===== src/sha256sh_pkg.sv =====
// ----------------------------------------------------------------------------
// SHA-256 stream hasher - package
// Sequencer types, control bundle, round constants and the sigma functions.
// ----------------------------------------------------------------------------
package sha256sh_pkg;

  typedef enum logic [2:0] {
    ST_IDLE,
    ST_PAD,
    ST_ROUND,
    ST_ADD,
    ST_OUT
  } state_e;

  typedef enum logic [1:0] {
    PAD_ONE,
    PAD_ZERO,
    PAD_LEN,
    PAD_DONE
  } pad_e;

  localparam logic [7:0] PadMarker = 8'h80;
  localparam logic [5:0] LenPos    = 6'd56;
  localparam logic [5:0] LastByte  = 6'd63;
  localparam logic [5:0] LastRound = 6'd63;
  localparam logic [2:0] LastWord  = 3'd7;

  localparam logic [31:0] InitHash [8] = '{
    32'h6a09e667, 32'hbb67ae85, 32'h3c6ef372, 32'ha54ff53a,
    32'h510e527f, 32'h9b05688c, 32'h1f83d9ab, 32'h5be0cd19
  };

  localparam logic [31:0] RoundK [64] = '{
    32'h428a2f98, 32'h71374491, 32'hb5c0fbcf, 32'he9b5dba5,
    32'h3956c25b, 32'h59f111f1, 32'h923f82a4, 32'hab1c5ed5,
    32'hd807aa98, 32'h12835b01, 32'h243185be, 32'h550c7dc3,
    32'h72be5d74, 32'h80deb1fe, 32'h9bdc06a7, 32'hc19bf174,
    32'he49b69c1, 32'hefbe4786, 32'h0fc19dc6, 32'h240ca1cc,
    32'h2de92c6f, 32'h4a7484aa, 32'h5cb0a9dc, 32'h76f988da,
    32'h983e5152, 32'ha831c66d, 32'hb00327c8, 32'hbf597fc7,
    32'hc6e00bf3, 32'hd5a79147, 32'h06ca6351, 32'h14292967,
    32'h27b70a85, 32'h2e1b2138, 32'h4d2c6dfc, 32'h53380d13,
    32'h650a7354, 32'h766a0abb, 32'h81c2c92e, 32'h92722c85,
    32'ha2bfe8a1, 32'ha81a664b, 32'hc24b8b70, 32'hc76c51a3,
    32'hd192e819, 32'hd6990624, 32'hf40e3585, 32'h106aa070,
    32'h19a4c116, 32'h1e376c08, 32'h2748774c, 32'h34b0bcb5,
    32'h391c0cb3, 32'h4ed8aa4a, 32'h5b9cca4f, 32'h682e6ff3,
    32'h748f82ee, 32'h78a5636f, 32'h84c87814, 32'h8cc70208,
    32'h90befffa, 32'ha4506ceb, 32'hbef9a3f7, 32'hc67178f2
  };

  // Control bundle from the sequencer to the datapath.
  typedef struct packed {
    logic       absorb;
    logic [7:0] msg_byte;
    logic       word_done;
    logic       load_vars;
    logic       round_en;
    logic [5:0] round_idx;
    logic       add_chain;
    logic       init_chain;
    logic       out_load;
    logic [2:0] out_idx;
  } ctrl_t;

  function automatic logic [31:0] rotr(input logic [31:0] x, input int unsigned n);
    logic [63:0] dbl;
    dbl = {x, x} >> n;
    return dbl[31:0];
  endfunction

  function automatic logic [31:0] big_sigma0(input logic [31:0] x);
    return rotr(x, 2) ^ rotr(x, 13) ^ rotr(x, 22);
  endfunction

  function automatic logic [31:0] big_sigma1(input logic [31:0] x);
    return rotr(x, 6) ^ rotr(x, 11) ^ rotr(x, 25);
  endfunction

  function automatic logic [31:0] small_sigma0(input logic [31:0] x);
    return rotr(x, 7) ^ rotr(x, 18) ^ (x >> 3);
  endfunction

  function automatic logic [31:0] small_sigma1(input logic [31:0] x);
    return rotr(x, 17) ^ rotr(x, 19) ^ (x >> 10);
  endfunction

endpackage


===== src/sha256sh_sched.sv =====
// ----------------------------------------------------------------------------
// SHA-256 stream hasher - message schedule
// Packs bytes big-endian into words and runs the 16-word schedule window.
// ----------------------------------------------------------------------------
module sha256sh_sched import sha256sh_pkg::*; (
  input  logic        clk_i,
  input  ctrl_t       ctrl_i,
  output logic [31:0] w_o
);

  logic [23:0] stage_q;
  logic [31:0] win_q [16];
  logic [31:0] shift_in;
  logic        shift_en;

  always_comb begin
    shift_en = ctrl_i.word_done | ctrl_i.round_en;
    if (ctrl_i.round_en) begin
      shift_in = small_sigma1(win_q[14]) + win_q[9] + small_sigma0(win_q[1]) + win_q[0];
    end else begin
      shift_in = {stage_q, ctrl_i.msg_byte};
    end
  end

  always_ff @(posedge clk_i) begin
    if (ctrl_i.absorb) begin
      stage_q <= {stage_q[15:0], ctrl_i.msg_byte};
    end
    if (shift_en) begin
      for (int i = 0; i < 15; i++) begin
        win_q[i] <= win_q[i+1];
      end
      win_q[15] <= shift_in;
    end
  end

  assign w_o = win_q[0];

endmodule


===== src/sha256sh_round.sv =====
// ----------------------------------------------------------------------------
// SHA-256 stream hasher - round unit
// Working variables, one compression round per cycle, and the chaining value.
// ----------------------------------------------------------------------------
module sha256sh_round import sha256sh_pkg::*; (
  input  logic        clk_i,
  input  logic        rst_ni,
  input  ctrl_t       ctrl_i,
  input  logic [31:0] w_i,
  output logic [31:0] digest_o
);

  logic [31:0] var_q [8];
  logic [31:0] var_d [8];
  logic [31:0] chain_q [8];
  logic [31:0] t1;
  logic [31:0] t2;
  logic [31:0] ch;
  logic [31:0] maj;

  always_comb begin
    ch  = (var_q[4] & var_q[5]) ^ (~var_q[4] & var_q[6]);
    maj = (var_q[0] & var_q[1]) ^ (var_q[0] & var_q[2]) ^ (var_q[1] & var_q[2]);
    t1  = var_q[7] + big_sigma1(var_q[4]) + ch + RoundK[ctrl_i.round_idx] + w_i;
    t2  = big_sigma0(var_q[0]) + maj;
    var_d[0] = t1 + t2;
    var_d[1] = var_q[0];
    var_d[2] = var_q[1];
    var_d[3] = var_q[2];
    var_d[4] = var_q[3] + t1;
    var_d[5] = var_q[4];
    var_d[6] = var_q[5];
    var_d[7] = var_q[6];
  end

  always_ff @(posedge clk_i) begin
    if (ctrl_i.load_vars) begin
      var_q <= chain_q;
    end else if (ctrl_i.round_en) begin
      var_q <= var_d;
    end
  end

  always_ff @(posedge clk_i or negedge rst_ni) begin
    if (!rst_ni) begin
      chain_q <= InitHash;
    end else if (ctrl_i.init_chain) begin
      chain_q <= InitHash;
    end else if (ctrl_i.add_chain) begin
      for (int i = 0; i < 8; i++) begin
        chain_q[i] <= chain_q[i] + var_q[i];
      end
    end
  end

  assign digest_o = chain_q[ctrl_i.out_idx];

endmodule


===== src/sha256sh_ctrl.sv =====
// ----------------------------------------------------------------------------
// SHA-256 stream hasher - sequencer
// Byte intake, padding, round counting and digest readout.
// ----------------------------------------------------------------------------
module sha256sh_ctrl import sha256sh_pkg::*; (
  input  logic       clk_i,
  input  logic       rst_ni,
  input  logic       s_valid_i,
  input  logic [7:0] s_data_i,
  input  logic       s_byte_valid_i,
  input  logic       s_eom_i,
  input  logic       out_free_i,
  output logic       s_ready_o,
  output ctrl_t      ctrl_o
);

  state_e      state_q, state_d;
  pad_e        pad_q, pad_d;
  logic        fin_q, fin_d;
  logic [5:0]  cnt_q, cnt_d;
  logic [63:0] len_q, len_d;
  logic [5:0]  rnd_q, rnd_d;
  logic [2:0]  sub_q, sub_d;

  logic        absorb;
  logic [7:0]  abyte;
  logic [5:0]  cnt_inc;
  logic [63:0] len_sh;

  always_ff @(posedge clk_i or negedge rst_ni) begin
    if (!rst_ni) begin
      state_q <= ST_IDLE;
      pad_q   <= PAD_ONE;
      fin_q   <= 1'b0;
      cnt_q   <= '0;
      len_q   <= '0;
      rnd_q   <= '0;
      sub_q   <= '0;
    end else begin
      state_q <= state_d;
      pad_q   <= pad_d;
      fin_q   <= fin_d;
      cnt_q   <= cnt_d;
      len_q   <= len_d;
      rnd_q   <= rnd_d;
      sub_q   <= sub_d;
    end
  end

  always_comb begin
    state_d   = state_q;
    pad_d     = pad_q;
    fin_d     = fin_q;
    cnt_d     = cnt_q;
    len_d     = len_q;
    rnd_d     = rnd_q;
    sub_d     = sub_q;
    s_ready_o = 1'b0;
    absorb    = 1'b0;
    abyte     = '0;
    cnt_inc   = cnt_q + 6'd1;
    len_sh    = len_q << {sub_q, 3'b000};
    ctrl_o    = '0;
    ctrl_o.round_idx = rnd_q;
    ctrl_o.out_idx   = sub_q;

    case (state_q)
      ST_IDLE: begin
        s_ready_o = 1'b1;
        if (s_valid_i) begin
          if (s_byte_valid_i) begin
            absorb = 1'b1;
            abyte  = s_data_i;
            len_d  = len_q + 64'd8;
          end
          if (s_eom_i) begin
            fin_d   = 1'b1;
            pad_d   = PAD_ONE;
            state_d = ST_PAD;
          end
        end
      end
      ST_PAD: begin
        case (pad_q)
          PAD_ONE, PAD_ZERO: begin
            absorb = 1'b1;
            abyte  = (pad_q == PAD_ONE) ? PadMarker : 8'h00;
            if (cnt_inc == LenPos) begin
              pad_d = PAD_LEN;
              sub_d = '0;
            end else begin
              pad_d = PAD_ZERO;
            end
          end
          PAD_LEN: begin
            absorb = 1'b1;
            abyte  = len_sh[63:56];
            sub_d  = sub_q + 3'd1;
            if (sub_q == LastWord) begin
              pad_d = PAD_DONE;
            end
          end
          default: begin
            state_d = ST_OUT;
            sub_d   = '0;
          end
        endcase
      end
      ST_ROUND: begin
        ctrl_o.round_en = 1'b1;
        rnd_d = rnd_q + 6'd1;
        if (rnd_q == LastRound) begin
          state_d = ST_ADD;
        end
      end
      ST_ADD: begin
        ctrl_o.add_chain = 1'b1;
        if (!fin_q) begin
          state_d = ST_IDLE;
        end else if (pad_q == PAD_DONE) begin
          state_d = ST_OUT;
          sub_d   = '0;
        end else begin
          state_d = ST_PAD;
        end
      end
      ST_OUT: begin
        if (out_free_i) begin
          ctrl_o.out_load = 1'b1;
          sub_d = sub_q + 3'd1;
          if (sub_q == LastWord) begin
            ctrl_o.init_chain = 1'b1;
            len_d   = '0;
            fin_d   = 1'b0;
            pad_d   = PAD_ONE;
            state_d = ST_IDLE;
          end
        end
      end
      default: begin
        state_d = ST_IDLE;
      end
    endcase

    // Byte intake: a full block starts the rounds.
    if (absorb) begin
      cnt_d            = cnt_inc;
      ctrl_o.absorb    = 1'b1;
      ctrl_o.msg_byte  = abyte;
      ctrl_o.word_done = (cnt_q[1:0] == 2'b11);
      if (cnt_q == LastByte) begin
        ctrl_o.load_vars = 1'b1;
        rnd_d   = '0;
        state_d = ST_ROUND;
      end
    end
  end

endmodule


===== src/sha256_stream_hasher_core.sv =====
// ----------------------------------------------------------------------------
// SHA-256 stream hasher - top level
// Byte-wide SHA-256 engine with a digest word output stream.
// ----------------------------------------------------------------------------
// Usage:
//   Slave side takes one item per transfer: tdata = message byte, tuser =
//   byte-valid flag, tlast = end of message. An item with tuser low carries no
//   byte, so tlast alone closes an empty message.
//   Master side returns the 256-bit digest as eight 32-bit words, H0 first:
//   tdata = digest word, tuser = word index, tlast on the eighth word.
// Timing:
//   A byte that does not complete a block is absorbed while the sequencer stays
//   idle. The 64th byte of a block starts the rounds, then the chain add, on the
//   round unit; no input is taken until they are done. End of message feeds
//   9 to 72 pad bytes through the same intake at one per cycle outside the
//   rounds, runs one or two more compressions, then reads out the eight words.
//   s_axis_tready_o is high only while the sequencer waits for input.
// Reset: chaining value goes to the initial hash, counts and length clear.
// Stalls: a stalled master side holds the word in the output register and
//   the readout waits; the next message may start once word 7 is loaded.
// ----------------------------------------------------------------------------
module sha256_stream_hasher_core import sha256sh_pkg::*; (
  input  logic        clk_i,
  input  logic        rst_ni,
  input  logic        s_axis_tvalid_i,
  output logic        s_axis_tready_o,
  input  logic [7:0]  s_axis_tdata_i,   // [7:0] data_byte
  input  logic        s_axis_tuser_i,   // [0] byte_valid
  input  logic        s_axis_tlast_i,   // end_of_message
  output logic        m_axis_tvalid_o,
  input  logic        m_axis_tready_i,
  output logic [31:0] m_axis_tdata_o,   // [31:0] digest_word
  output logic [2:0]  m_axis_tuser_o,   // [2:0] word_index
  output logic        m_axis_tlast_o    // last_word
);

  ctrl_t       ctrl;
  logic [31:0] w_t;
  logic [31:0] digest_word;
  logic        out_free;

  logic        out_valid_q;
  logic [31:0] out_word_q;
  logic [2:0]  out_idx_q;
  logic        out_last_q;

  // Output register may be refilled in the cycle its word is taken.
  assign out_free = !out_valid_q || m_axis_tready_i;

  sha256sh_ctrl u_ctrl (
    .clk_i          (clk_i),
    .rst_ni         (rst_ni),
    .s_valid_i      (s_axis_tvalid_i),
    .s_data_i       (s_axis_tdata_i),
    .s_byte_valid_i (s_axis_tuser_i),
    .s_eom_i        (s_axis_tlast_i),
    .out_free_i     (out_free),
    .s_ready_o      (s_axis_tready_o),
    .ctrl_o         (ctrl)
  );

  sha256sh_sched u_sched (
    .clk_i  (clk_i),
    .ctrl_i (ctrl),
    .w_o    (w_t)
  );

  sha256sh_round u_round (
    .clk_i    (clk_i),
    .rst_ni   (rst_ni),
    .ctrl_i   (ctrl),
    .w_i      (w_t),
    .digest_o (digest_word)
  );

  // Hold the valid flag; drop it once the word is taken and nothing replaces it.
  always_ff @(posedge clk_i or negedge rst_ni) begin
    if (!rst_ni) begin
      out_valid_q <= 1'b0;
    end else if (ctrl.out_load) begin
      out_valid_q <= 1'b1;
    end else if (m_axis_tready_i) begin
      out_valid_q <= 1'b0;
    end
  end

  always_ff @(posedge clk_i) begin
    if (ctrl.out_load) begin
      out_word_q <= digest_word;
      out_idx_q  <= ctrl.out_idx;
      out_last_q <= (ctrl.out_idx == LastWord);
    end
  end

  assign m_axis_tvalid_o = out_valid_q;
  assign m_axis_tdata_o  = out_word_q;
  assign m_axis_tuser_o  = out_idx_q;
  assign m_axis_tlast_o  = out_last_q;

endmodule


===== config.mk =====
export PLATFORM = sky130hd
export DESIGN_NAME = sha256_stream_hasher_core
export DESIGN_NICKNAME = d
export VERILOG_FILES = /design/src/sha256sh_pkg.sv /design/src/sha256sh_sched.sv /design/src/sha256sh_round.sv /design/src/sha256sh_ctrl.sv /design/src/sha256_stream_hasher_core.sv
export SDC_FILE = /design/constraint.sdc
export NUM_CORES = 2
export LEC_CHECK = 0
export ABC_AREA = 1
export BUFFER_PORTS_ARGS = -buffer_cell sky130_fd_sc_hd__buf_2
export CAP_MARGIN = 20
export CORE_ASPECT_RATIO = 1.1
export CORE_MARGIN = 2
export CORE_UTILIZATION = 50
export DETAILED_ROUTE_END_ITERATION = 12
export PLACE_DENSITY = 0.77
export SYNTH_ARGS = -nofsm -noshare
export SYNTH_HDL_FRONTEND = slang
export SYNTH_HIERARCHICAL = 1
export SYNTH_SLANG_ARGS = --single-unit

===== constraint.sdc =====
create_clock -name clk_i -period 15 [get_ports clk_i]
set_clock_uncertainty 0.1 [all_clocks]
set_input_delay 2.25 -clock clk_i [delete_from_list [all_inputs] [get_ports clk_i]]
set_output_delay 2.25 -clock clk_i [all_outputs]
set_load 0.02 [all_outputs]

==> results_dict.tcl <==
set metrics [dict create \
    status "finished, final reports clean" \
    initial_core_util_pct 50.5 \
    clockBufferDepth 3 \
    fp.dieW_um 385 \
    final_layout_size_suffix_gt1_share_pct 6.36 \
    critPathRequiredTime_ps 15400 \
    r2r_cells 37 \
    use_met1_pct 50.3 \
    insertion_delay_ps 810 \
    rsz0062_at_grt "no" \
    synth.avg_cell_area_um2 8.18 \
    hold_depth 0 \
    grt_first_pass_wirelength_um 450000 \
    grt_usage_pct 37.8 \
    antenna_found_initial 10 \
    grt_start_max_net_pins 201 \
    hold_buffers 0 \
    arrival_ps 9630 \
    vias 71100 \
    crit_path_start_kind "flop" \
    end_kind "flop" \
    drc 0 \
    detail_route.vias_per_cell 5.96 \
    dieArea_um2 163000 \
    htree_levels 4 \
    cts_tree "built" \
    tns_ps 0 \
    cts_resized 0 \
    die_h_um 424 \
    mostFrequentLayoutCells "nand2_1 (2,156), inv_1 (1,429), o21ai_0 (888), edfxtp_1 (828), nor2_1 (804)" \
    ys_async_sr_fraction_pct 29.0 \
    grt_util_met3_pct 7.30 \
    top_usage_layer "met2" \
    post-route-period-util_pct 61.5 \
    min-delay-start "u_sched/win_q[1][150]$_DFFE_PP_" \
    cts_buffers 131 \
    critPathMaxFanout 17 \
    clk_pin_slew_ps 60 \
    routed_wl_um 311000 \
    min_to "u_sched/win_q[1][118]$_DFFE_PP_" \
    num_io_pins 52 \
    r2r_setup_slack_ps 5780 \
    syn_nets 10400 \
    setup_violations 0 \
    cp_slowest_cell "dfrtp_1" \
    reg2reg_to "u_round/var_d[220]$_DFFE_PP_" \
    firstDrtPassIters 8 \
    finalHoldViolCount 0 \
    maxSlewHeadroom_pct 9.93 \
    areaGrowthSynthToFinish_pct 7.95 \
    synth_ff_type "edfxtp_1" \
    tightest_slew_ps 1350 \
    globalRouteMet2Util_pct 56.6 \
    synth_area_um2 80000 \
    final-max-slew-violation-count 0 \
    synthTopCellsByArea "edfxtp_1 (31%), nand2_1 (10%), inv_1 (6.7%)" \
    postRouteAntennaNets 0 \
    seq_area_frac_synth_pct 41.9 \
    core-area_um2 159000 \
    synth_top_area_share_pct 31.1 \
    grt_overflow 0 \
    synth-edff-count 828 \
    cts_setup_buffers 0 \
    ys_seq_elements 1167 \
    ys_warn_count 6 \
    rows 153 \
    crit_top_cell "inv_1" \
    wl_per_cell_um 26.1 \
    layout_commonest_cell "nand2_1" \
    hold_path_class "reg -> reg" \
    period_minus_slack_ps 9220 \
    io_buffers 51 \
    gp_congestion 1.04 \
    grt_pass1_vias 67200 \
    timing.rr.start "u_ctrl/rnd_q[1]$_DFF_PN0_" \
    drt_iter0_drc 8570 \
    clock-sinks 1167 \
    hpwl_um 241000 \
    synth_cells 9783 \
    fmax_mhz 108 \
    yosys.area.top_type "edfxtp_1" \
    drv_cap 0 \
    final_nets 10300 \
    yosysUniqueCellTypes 76 \
    cpPeakStageDelay_ps 730 \
    path_class "reg -> reg" \
    root_buffer "clkbuf_16" \
]
[logic make-up (layout without fill, tap and decap cells)]
group,after synthesis,count (layout),share of synthesized area (%)
XOR/XNOR,372,372,4.07
flip-flops,1167,1167,41.9
AND/OR/NAND/NOR,3869,3869,20.5
multiplexers,1,1,0.0141
buffers and inverters,1741,1795,8.48
adder cells (fa/ha/maj),590,590,11.1
other,0,5,0
AO/OA/AOI/OAI,2043,2043,14.0
[critical path: cells and delay by family (launching register included)]
kind | cells | cell delay [ps]
AO/OA/AOI/OAI | 9 | 1570
XOR/XNOR | 1 | 520
adder cells (fa/ha/maj) | 8 | 3530
buffers and inverters | 9 | 1190
flip-flops | 1 | 730
AND/OR/NAND/NOR | 10 | 1260
[cells in the mapped netlist (15+ instances only)]
cell         n
nand2_1   2156
inv_1     1429
o21ai_0    891
edfxtp_1   828
nor2_1     806
a21oi_1    647
nand3_1    504
ha_1       394
xor2_1     210
dfrtp_1    203
fa_1       195
clkbuf_1   165
xnor2_1    162
dfstp_2    136
nand4_1    109
o22ai_1    104
nor3_1      80
buf_2       66
a31oi_1     57
o21ai_1     56
a21o_1      52
o211ai_1    51
o21bai_1    47
buf_4       37
nand2_2     35
o21a_1      35
nor2_2      30
nand3b_1    26
a21boi_0    24
or2_2       20
buf_1       19
inv_2       16
nand3_2     15
[how the worst max path moves through the flow]
| stage | start | end |
|---|---|---|
| final | u_ctrl/rnd_q[1]$_DFF_PN0_ | u_round/var_d[220]$_DFFE_PP_ |
| after global routing | u_ctrl/rnd_q[1]$_DFF_PN0_ | u_round/var_d[220]$_DFFE_PP_ |
| after CTS | u_ctrl/rnd_q[1]$_DFF_PN0_ | u_round/var_d[220]$_DFFE_PP_ |
| after detailed placement | u_ctrl/rnd_q[1]$_DFF_PN0_ | u_round/var_d[220]$_DFFE_PP_ |
| after global placement | u_ctrl/rnd_q[2]$_DFF_PN0_ | u_round/var_d[220]$_DFFE_PP_ |
| after floorplan | s_axis_tvalid_i | u_sched/win_q[0][0]$_DFFE_PP_ |
[sequential cells by signal, summed over array words and instances (netlist names), 2 cells and up]
register	count
u_sched/win_q	512
u_round/chain_q	256
u_round/var_d	192
u_round/var_q	64
u_ctrl/len_q	61
m_axis_tdata_o	32
u_sched/stage_q	24
u_ctrl/cnt_q	6
u_ctrl/rnd_q	6
m_axis_tuser_o	3
u_ctrl/state_q	3
u_ctrl/sub_q	3
u_ctrl/pad_q	2
[area by class of cell]
| class | instances | area [um^2] |
|---|---|---|
| Fill cell | 14800 | 72100 |
| Multi-Input combinational cell | 6875 | 39700 |
| Sequential cell | 1167 | 33500 |
| Inverter | 1449 | 5460 |
| Clock buffer | 171 | 3500 |
| Tap cell | 2092 | 2620 |
| Timing Repair Buffer | 107 | 768 |
| Clock inverter | 68 | 751 |
| Antenna cell | 5 | 12.5 |
[stage by stage]
step	hold slack (ps)	cells	setup slack, ps	area (um^2)	utilization, %
after CTS	292	11900	5950	86300	54.5
final	292	11900	5780	86400	54.5
after detailed placement	305	11700	5980	82100	51.8
after global placement	300	11700	6020	82100	51.8
after floorplan	300	9783	5160	80000	-
after global routing	292	11900	5500	86400	54.5
[routing by layer]
layer	vias up	wire length, um	part of all wire [%]
met5	-	67	0.022
met2	3892	135000	43
met1	34000	122000	39
met4	6	23400	7.5
li1	32400	-	-
met3	810	30700	9.9
Power is left out: the tool's default activity adds up to more than one toggle a clock period on the data nets, which glitch-free logic cannot reach.
